===== src/design/shortest_remaining_time_scheduler_defines.svh =====
// Assertion macros for the shortest-remaining-time scheduler.
// Expects clk and arst_n in the scope of the module that uses them.
`ifndef SHORTEST_REMAINING_TIME_SCHEDULER_DEFINES_SVH
`define SHORTEST_REMAINING_TIME_SCHEDULER_DEFINES_SVH

// same-cycle implication
`define SRT_ASSERT_NOW(label, ante, cons, msg) \
	label: assert property (@(posedge clk) disable iff (!arst_n) (ante) |-> (cons)) \
		else $error(msg);

// next-cycle implication
`define SRT_ASSERT_NEXT(label, ante, cons, msg) \
	label: assert property (@(posedge clk) disable iff (!arst_n) (ante) |=> (cons)) \
		else $error(msg);

`endif


===== src/design/srt_pkg.sv =====
// Shared types and constants for the shortest-remaining-time scheduler.
// No dependencies.
package srt_pkg;

	localparam int MAX_JOBS = 16;
	localparam int IDX_W    = (MAX_JOBS > 1) ? $clog2(MAX_JOBS) : 1;
	localparam int CNT_W    = $clog2(MAX_JOBS + 1);
	localparam int TIME_W   = 16;
	localparam logic [TIME_W-1:0] TIME_MAX = '1;

	typedef enum logic [1:0] {
		OP_CLEAR = 2'd0,
		OP_ADD   = 2'd1,
		OP_TICK  = 2'd2
	} opcode_t;

	typedef enum logic [2:0] {
		STS_CLEARED = 3'd0,
		STS_ADDED   = 3'd1,
		STS_FULL    = 3'd2,
		STS_IDLE    = 3'd3,
		STS_RAN     = 3'd4
	} status_t;

	typedef enum logic [2:0] {
		ST_IDLE,
		ST_SCAN,
		ST_DRAIN,
		ST_UPDATE,
		ST_RESULT
	} state_t;

	typedef struct packed {
		logic              started;
		logic [TIME_W-1:0] ready;
		logic [TIME_W-1:0] rem;
	} job_entry_t;

endpackage


===== src/design/shortest_remaining_time_scheduler.sv =====
// Shortest-remaining-time scheduler: job table in one synchronous RAM, scan FSM.
// Depends on srt_pkg and shortest_remaining_time_scheduler_defines.svh.
//
// Words on the request channel are clear, add or tick; each gives one response word
// (an unused opcode is taken and gives none). Clear and add pass through the result
// state back to idle. A tick reads the job table one entry per cycle from the
// single RAM read port: it scans job_count entries, drains the read, updates the
// picked entry, loads the response and returns to idle; with an empty table it skips
// the scan and drain. The response is loaded only once the response register is free.
// One request is worked at a time; a new request is taken while the previous response
// still waits on the response channel.
module shortest_remaining_time_scheduler
	import srt_pkg::*;
(
	input  logic              clk,
	input  logic              arst_n,
	input  logic              req_valid,
	output logic              req_ready,
	input  logic [1:0]        opcode,
	input  logic [TIME_W-1:0] arrival_time,
	input  logic [TIME_W-1:0] burst_length,
	output logic              rsp_valid,
	input  logic              rsp_ready,
	output logic [2:0]        status,
	output logic [7:0]        job_index,
	output logic              first_run,
	output logic              finished,
	output logic [TIME_W-1:0] first_wait,
	output logic [TIME_W-1:0] turnaround,
	output logic [TIME_W-1:0] tick_time
);

	`include "shortest_remaining_time_scheduler_defines.svh"

	job_entry_t mem [MAX_JOBS];

	state_t            state_q, state_nxt;
	logic [CNT_W-1:0]  job_count_q;
	logic [TIME_W-1:0] now_q;
	logic [IDX_W-1:0]  rd_addr_q;
	logic [IDX_W-1:0]  last_idx;
	logic              rd_v_s1;
	logic [IDX_W-1:0]  rd_idx_s1;
	job_entry_t        rd_data_s1;
	logic              found_q;
	logic [IDX_W-1:0]  best_idx_q;
	job_entry_t        best_q;
	logic              take;

	logic              req_acc, rsp_load;
	logic              mem_we;
	logic [IDX_W-1:0]  mem_waddr;
	job_entry_t        mem_wdata;
	logic              full;

	logic [TIME_W-1:0] since, new_rem, turn;

	status_t           res_status_q;
	logic [IDX_W-1:0]  res_idx_q;
	logic              res_first_q, res_fin_q;
	logic [TIME_W-1:0] res_wait_q, res_turn_q, res_tick_q;

	logic              rsp_valid_q;
	logic [2:0]        status_q;
	logic [7:0]        job_index_q;
	logic              first_run_q, finished_q;
	logic [TIME_W-1:0] first_wait_q, turnaround_q, tick_time_q;

	assign req_ready = (state_q == ST_IDLE);
	assign req_acc   = req_valid && req_ready;
	assign full      = (job_count_q == CNT_W'(MAX_JOBS));
	assign last_idx  = IDX_W'(job_count_q - CNT_W'(1));

	assign take = rd_v_s1 && (rd_data_s1.ready <= now_q) && (rd_data_s1.rem != '0)
		&& (!found_q || (rd_data_s1.rem < best_q.rem));

	assign since   = now_q - best_q.ready;
	assign new_rem = best_q.rem - TIME_W'(1);
	assign turn    = (since == TIME_MAX) ? TIME_MAX : since + TIME_W'(1);

	always_comb begin
		state_nxt = state_q;
		mem_we    = 1'b0;
		mem_waddr = job_count_q[IDX_W-1:0];
		mem_wdata = '{started: 1'b0, ready: arrival_time, rem: burst_length};
		rsp_load  = 1'b0;
		case (state_q)
			ST_IDLE: begin
				if (req_acc) begin
					case (opcode)
						OP_CLEAR: state_nxt = ST_RESULT;
						OP_ADD: begin
							state_nxt = ST_RESULT;
							mem_we    = !full;
						end
						OP_TICK: state_nxt = (job_count_q == '0) ? ST_UPDATE : ST_SCAN;
						default: state_nxt = ST_IDLE;
					endcase
				end
			end
			ST_SCAN: begin
				if (rd_addr_q == last_idx) begin
					state_nxt = ST_DRAIN;
				end
			end
			ST_DRAIN: state_nxt = ST_UPDATE;
			ST_UPDATE: begin
				state_nxt = ST_RESULT;
				mem_we    = found_q;
				mem_waddr = best_idx_q;
				mem_wdata = '{started: 1'b1, ready: best_q.ready, rem: new_rem};
			end
			ST_RESULT: begin
				if (!rsp_valid_q || rsp_ready) begin
					rsp_load  = 1'b1;
					state_nxt = ST_IDLE;
				end
			end
			default: state_nxt = ST_IDLE;
		endcase
	end

	always_ff @(posedge clk or negedge arst_n) begin
		if (!arst_n) begin
			state_q <= ST_IDLE;
		end else begin
			state_q <= state_nxt;
		end
	end

	// job table
	always_ff @(posedge clk) begin
		if (mem_we) begin
			mem[mem_waddr] <= mem_wdata;
		end
		rd_data_s1 <= mem[rd_addr_q];
		rd_idx_s1  <= rd_addr_q;
	end

	always_ff @(posedge clk or negedge arst_n) begin
		if (!arst_n) begin
			job_count_q <= '0;
			now_q       <= '0;
			rd_addr_q   <= '0;
			rd_v_s1     <= 1'b0;
			found_q     <= 1'b0;
			rsp_valid_q <= 1'b0;
		end else begin
			rd_v_s1 <= (state_q == ST_SCAN);
			if (req_acc) begin
				rd_addr_q <= '0;
				found_q   <= 1'b0;
				if (opcode == OP_CLEAR) begin
					job_count_q <= '0;
					now_q       <= '0;
				end else if (opcode == OP_ADD && !full) begin
					job_count_q <= job_count_q + CNT_W'(1);
				end
			end
			if (state_q == ST_SCAN) begin
				rd_addr_q <= rd_addr_q + IDX_W'(1);
			end
			if (take) begin
				found_q <= 1'b1;
			end
			if (state_q == ST_UPDATE && now_q != TIME_MAX) begin
				now_q <= now_q + TIME_W'(1);
			end
			if (rsp_load) begin
				rsp_valid_q <= 1'b1;
			end else if (rsp_ready) begin
				rsp_valid_q <= 1'b0;
			end
		end
	end

	// best candidate and pending response
	always_ff @(posedge clk) begin
		if (take) begin
			best_idx_q <= rd_idx_s1;
			best_q     <= rd_data_s1;
		end
		if (req_acc) begin
			res_idx_q   <= (opcode == OP_ADD && !full) ? job_count_q[IDX_W-1:0] : '0;
			res_first_q <= 1'b0;
			res_fin_q   <= 1'b0;
			res_wait_q  <= '0;
			res_turn_q  <= '0;
			res_tick_q  <= (opcode == OP_CLEAR) ? '0 : now_q;
			case (opcode)
				OP_CLEAR: res_status_q <= STS_CLEARED;
				OP_ADD:   res_status_q <= full ? STS_FULL : STS_ADDED;
				default:  res_status_q <= STS_IDLE;
			endcase
		end
		if (state_q == ST_UPDATE) begin
			res_tick_q <= now_q;
			if (found_q) begin
				res_status_q <= STS_RAN;
				res_idx_q    <= best_idx_q;
				res_first_q  <= !best_q.started;
				res_wait_q   <= best_q.started ? '0 : since;
				res_fin_q    <= (new_rem == '0);
				res_turn_q   <= (new_rem == '0) ? turn : '0;
			end else begin
				res_status_q <= STS_IDLE;
				res_idx_q    <= '0;
				res_first_q  <= 1'b0;
				res_wait_q   <= '0;
				res_fin_q    <= 1'b0;
				res_turn_q   <= '0;
			end
		end
		if (rsp_load) begin
			status_q     <= res_status_q;
			job_index_q  <= 8'(res_idx_q);
			first_run_q  <= res_first_q;
			finished_q   <= res_fin_q;
			first_wait_q <= res_wait_q;
			turnaround_q <= res_turn_q;
			tick_time_q  <= res_tick_q;
		end
	end

	assign rsp_valid  = rsp_valid_q;
	assign status     = status_q;
	assign job_index  = job_index_q;
	assign first_run  = first_run_q;
	assign finished   = finished_q;
	assign first_wait = first_wait_q;
	assign turnaround = turnaround_q;
	assign tick_time  = tick_time_q;

	`SRT_ASSERT_NOW(a_count_bound, 1'b1, job_count_q <= CNT_W'(MAX_JOBS), "job count overflow")
	`SRT_ASSERT_NOW(a_best_live, found_q && state_q == ST_UPDATE, best_q.rem != '0,
		"picked job has no work")
	`SRT_ASSERT_NEXT(a_tick_scan, req_acc && opcode == OP_TICK && job_count_q != '0,
		state_q == ST_SCAN && rd_addr_q == '0, "tick did not start scan at entry zero")
	`SRT_ASSERT_NEXT(a_rsp_load, rsp_load, rsp_valid_q && state_q == ST_IDLE,
		"response not presented after load")

endmodule

===== config.mk =====
export PLATFORM = sky130hd
export DESIGN_NAME = shortest_remaining_time_scheduler
export DESIGN_NICKNAME = d
export VERILOG_FILES = /design/src/design/srt_pkg.sv /design/src/design/shortest_remaining_time_scheduler.sv
export VERILOG_INCLUDE_DIRS = /design/src /design/src/design
export SDC_FILE = /design/constraint.sdc
export NUM_CORES = 1
export LEC_CHECK = 0
export BUFFER_PORTS_ARGS = -buffer_cell sky130_fd_sc_hd__buf_4
export CAP_MARGIN = 0
export CORE_ASPECT_RATIO = 1.5
export CORE_MARGIN = 2
export CORE_UTILIZATION = 35
export CTS_CLUSTER_SIZE = 8
export DETAILED_ROUTE_END_ITERATION = 7
export PLACE_DENSITY = 0.55
export REMOVE_ABC_BUFFERS = 1
export SETUP_SLACK_MARGIN = 0.5
export SKIP_LAST_GASP = 1
export SYNTH_ARGS = -nofsm -noshare
export SYNTH_HDL_FRONTEND = slang
export SYNTH_SLANG_ARGS = --single-unit

===== constraint.sdc =====
create_clock -name clk -period 6.6 [get_ports clk]
set_input_delay 0.66 -clock clk [delete_from_list [all_inputs] [get_ports clk]]
set_output_delay 0.66 -clock clk [all_outputs]
set_load 0.1 [all_outputs]

==> reports/qor.csv <==
metric,value,unit
worst_slew_pin_slew,1210,ps
endpoint,res_turn_q[11]$_SDFFCE_PN0P_,
clk_pin_slew,50,ps
max_slew_margin,19.1,%
setup_viol,0,
viasPerCell,5.06,
vias,15300,
first_pass_iters,5,
start_kind,register,
grt_remaining_overflow,0,
htreeDepth,3,
track_usage,16.5,%
place_hpwl,45.1,mm
yosys.area_share.simple,4.47,%
worstSkewPairLatency,660,ps
synth_edf_count,679,
antenna_left,0,
syn2layout_area_growth,18.1,%
rsz0062_at_grt,no,
leakagePower,11.7,nW
ys_seq_area_share,73.5,%
synthCells,1612,
grt_pass1_wl,107,mm
synth_cell_type_count,62,
cp.arrival,4780,ps
synth_area,29800,sq um
ioPinCount,101,
syn_area_per_cell,18.5,sq um
setup_tns,0,ps
grt_pass1_vias,16300,
gp_congestion,0.847,
post_cts_resized,0,
port_buffers,96,
finalCoreUtilization,41.5,%
initial_core_util,35.2,%
dp_cells,2826,
cts_buffers,103,
drive_above_1_share,24.4,%
crit_type,register to register,
drc,0,
die_area,87500,sq um
r2r_cells,12,
critPathLaunch,now_q[0]$_DFFE_PN0P_,
synth-xor-area-share,1.70,%
cap_violations,0,
hp-class,input pin to register,
post_drt_wl_per_cell,23.8,microns
max_freq,0.234,GHz
clock-sinks,747,
ys_warn_count,0,
drt_iter0_markers,1057,
ys_ff_latch,747,
r2r-start,now_q[0]$_DFFE_PN0P_,
layout_min_cycle_time,4270,ps
cts_tree,done,
final_common_cell,edfxtp_1,
n_antenna_cell,0,
grt_max_degree,139,
synthArstFlopShare,4.15,%
antenna_found_initial,0,
worst_clock_skew,30.3,ps
wirelength,71.8,mm
coreArea,84700,sq um
die_w,242,microns
muxShareOfSynthArea,12.5,%
layout.nets,1895,
r2r_setup_slack,2330,ps
synthAdderAreaFrac,2.33,%
final_cell_mix,"679 x edfxtp_1, 165 x mux4_2, 144 x buf_4",
die-height,361,microns
synth_top_family_by_area,multiplexers,
drv_slew,0,
cts_root_buffer,clkbuf_16,
hold_viol,0,
cellPowerDensity,423,nW/um^2
required,7110,ps
synth-main-ff-cell,edfxtp_1,
synth_compound_area_share,3.72,%
cts.path.max_buffers,3,
rows,131,
worstReg2RegEnd,res_turn_q[11]$_SDFFCE_PN0P_,
vdd_ir_drop_max,0.000246,V
critPathCaptureType,register,
finalCritPeriodShare,64.7,%
fin_cells,3020,
status,finished clean,
path_max_fanout,14,
[registers in the layout, indices dropped and copies added, names as in the netlist, 5 cells and up]
name and flops:
best_q 33, first_wait 16, job_count_q 5, mem 528
now_q 16, rd_data_s1 33, res_tick_q 16, res_turn_q 16
res_wait_q 16, tick_time 16, turnaround 16
[synth_stat cells (all sizes together) (31+ instances only)]
| cell type | number | area, sq um |
|---|---|---|
| clkbuf | 40 | 150 |
| edfxtp | 679 | 20400 |
| dfxtp | 37 | 741 |
| nor2 | 74 | 278 |
| nand2 | 85 | 319 |
| ha | 54 | 676 |
| mux4 | 165 | 3720 |
| o21ai | 71 | 385 |
| a21oi | 44 | 220 |
| dfrtp | 31 | 776 |
| xnor2 | 40 | 350 |
| inv | 66 | 248 |
[worst min-delay path by stage]
stage / from / end / slack [ps] / cells after the start
finish: rsp_ready / rsp_valid$_DFFE_PN0P_ / 370 / 3
global route: rsp_ready / rsp_valid$_DFFE_PN0P_ / 380 / 3
CTS: rsp_ready / rsp_valid$_DFFE_PN0P_ / 330 / 3
detailed placement: rd_idx_s1[2]$_DFF_P_ / best_idx_q[2]$_DFFE_PP_ / 390 / 0
global placement: rd_idx_s1[0]$_DFF_P_ / best_idx_q[0]$_DFFE_PP_ / 390 / 0
floorplan: arst_n / found_q$_DFFE_PN0P_ / 360 / 0
[routing by layer]
layer	global-route usage (%)	vias up	wire length (microns)
li1	-	6833	-
met1	19.0	7984	27700
met2	30.7	339	39100
met3	2.28	123	2510
met4	6.95	0	2410
met5	0	-	0
[report_power, final]
group / switching [mW] / leakage (nW) / internal (mW) / total (mW)
registers: 0.355 / 6.89 / 5.88 / 6.24
logic: 2.38 / 3.42 / 1.41 / 3.79
clock network: 1.90 / 1.41 / 2.94 / 4.84
[metrics by stage]
step	total power [mW]	setup WS (ps)	cell area [sq um]	hold WS, ps
6_report	14.9	2330	35200	367
5_1_grt	15.5	2000	35200	379
4_1_cts	15.1	2310	35200	335
3_5_place_dp	10.2	2350	32200	390
3_3_place_gp	10.1	2510	32200	385
2_1_floorplan	9.23	161	29500	364
[critical path, stage by stage, from the launching register on]
cell	delay, ps
dfrtp_1	430
inv_1	140
ha_1	190
inv_1	60
fa_1	400
a211oi_1	490
o21ai_0	170
a21oi_1	200
xnor2_1	210
nand4bb_1	340
nor3_2	440
nand4_1	660
a21bo_1	400
[cell families (layout without fill, tap and decap cells)]
logic type	after synthesis	after routing
multiplexers	166	166
flip-flops	747	747
AND/OR/NAND/NOR	279	279
buffers and inverters	131	406
AO/OA/AOI/OAI	175	175
adder cells (fa/ha/maj)	55	55
XOR/XNOR	58	58
other	1	4
[timing repair]
| action | in CTS | in global routing |
|---|---|---|
| buffers inserted | 0 | 0 |
| endpoints found under the hold margin | 31 | 0 |
| hold buffers | 1 | 0 |
[layout make-up]
cell class / count / area, sq um
fill: 7539 / 49500
inverter: 66 / 248
tap: 1130 / 1410
timing repair buffer: 147 / 1130
sequential: 747 / 21900
clock inverter: 5 / 47.5
multi-input combinational: 737 / 7520
clock buffer: 188 / 2920
Note: power is estimated with default switching activity, not from simulation.
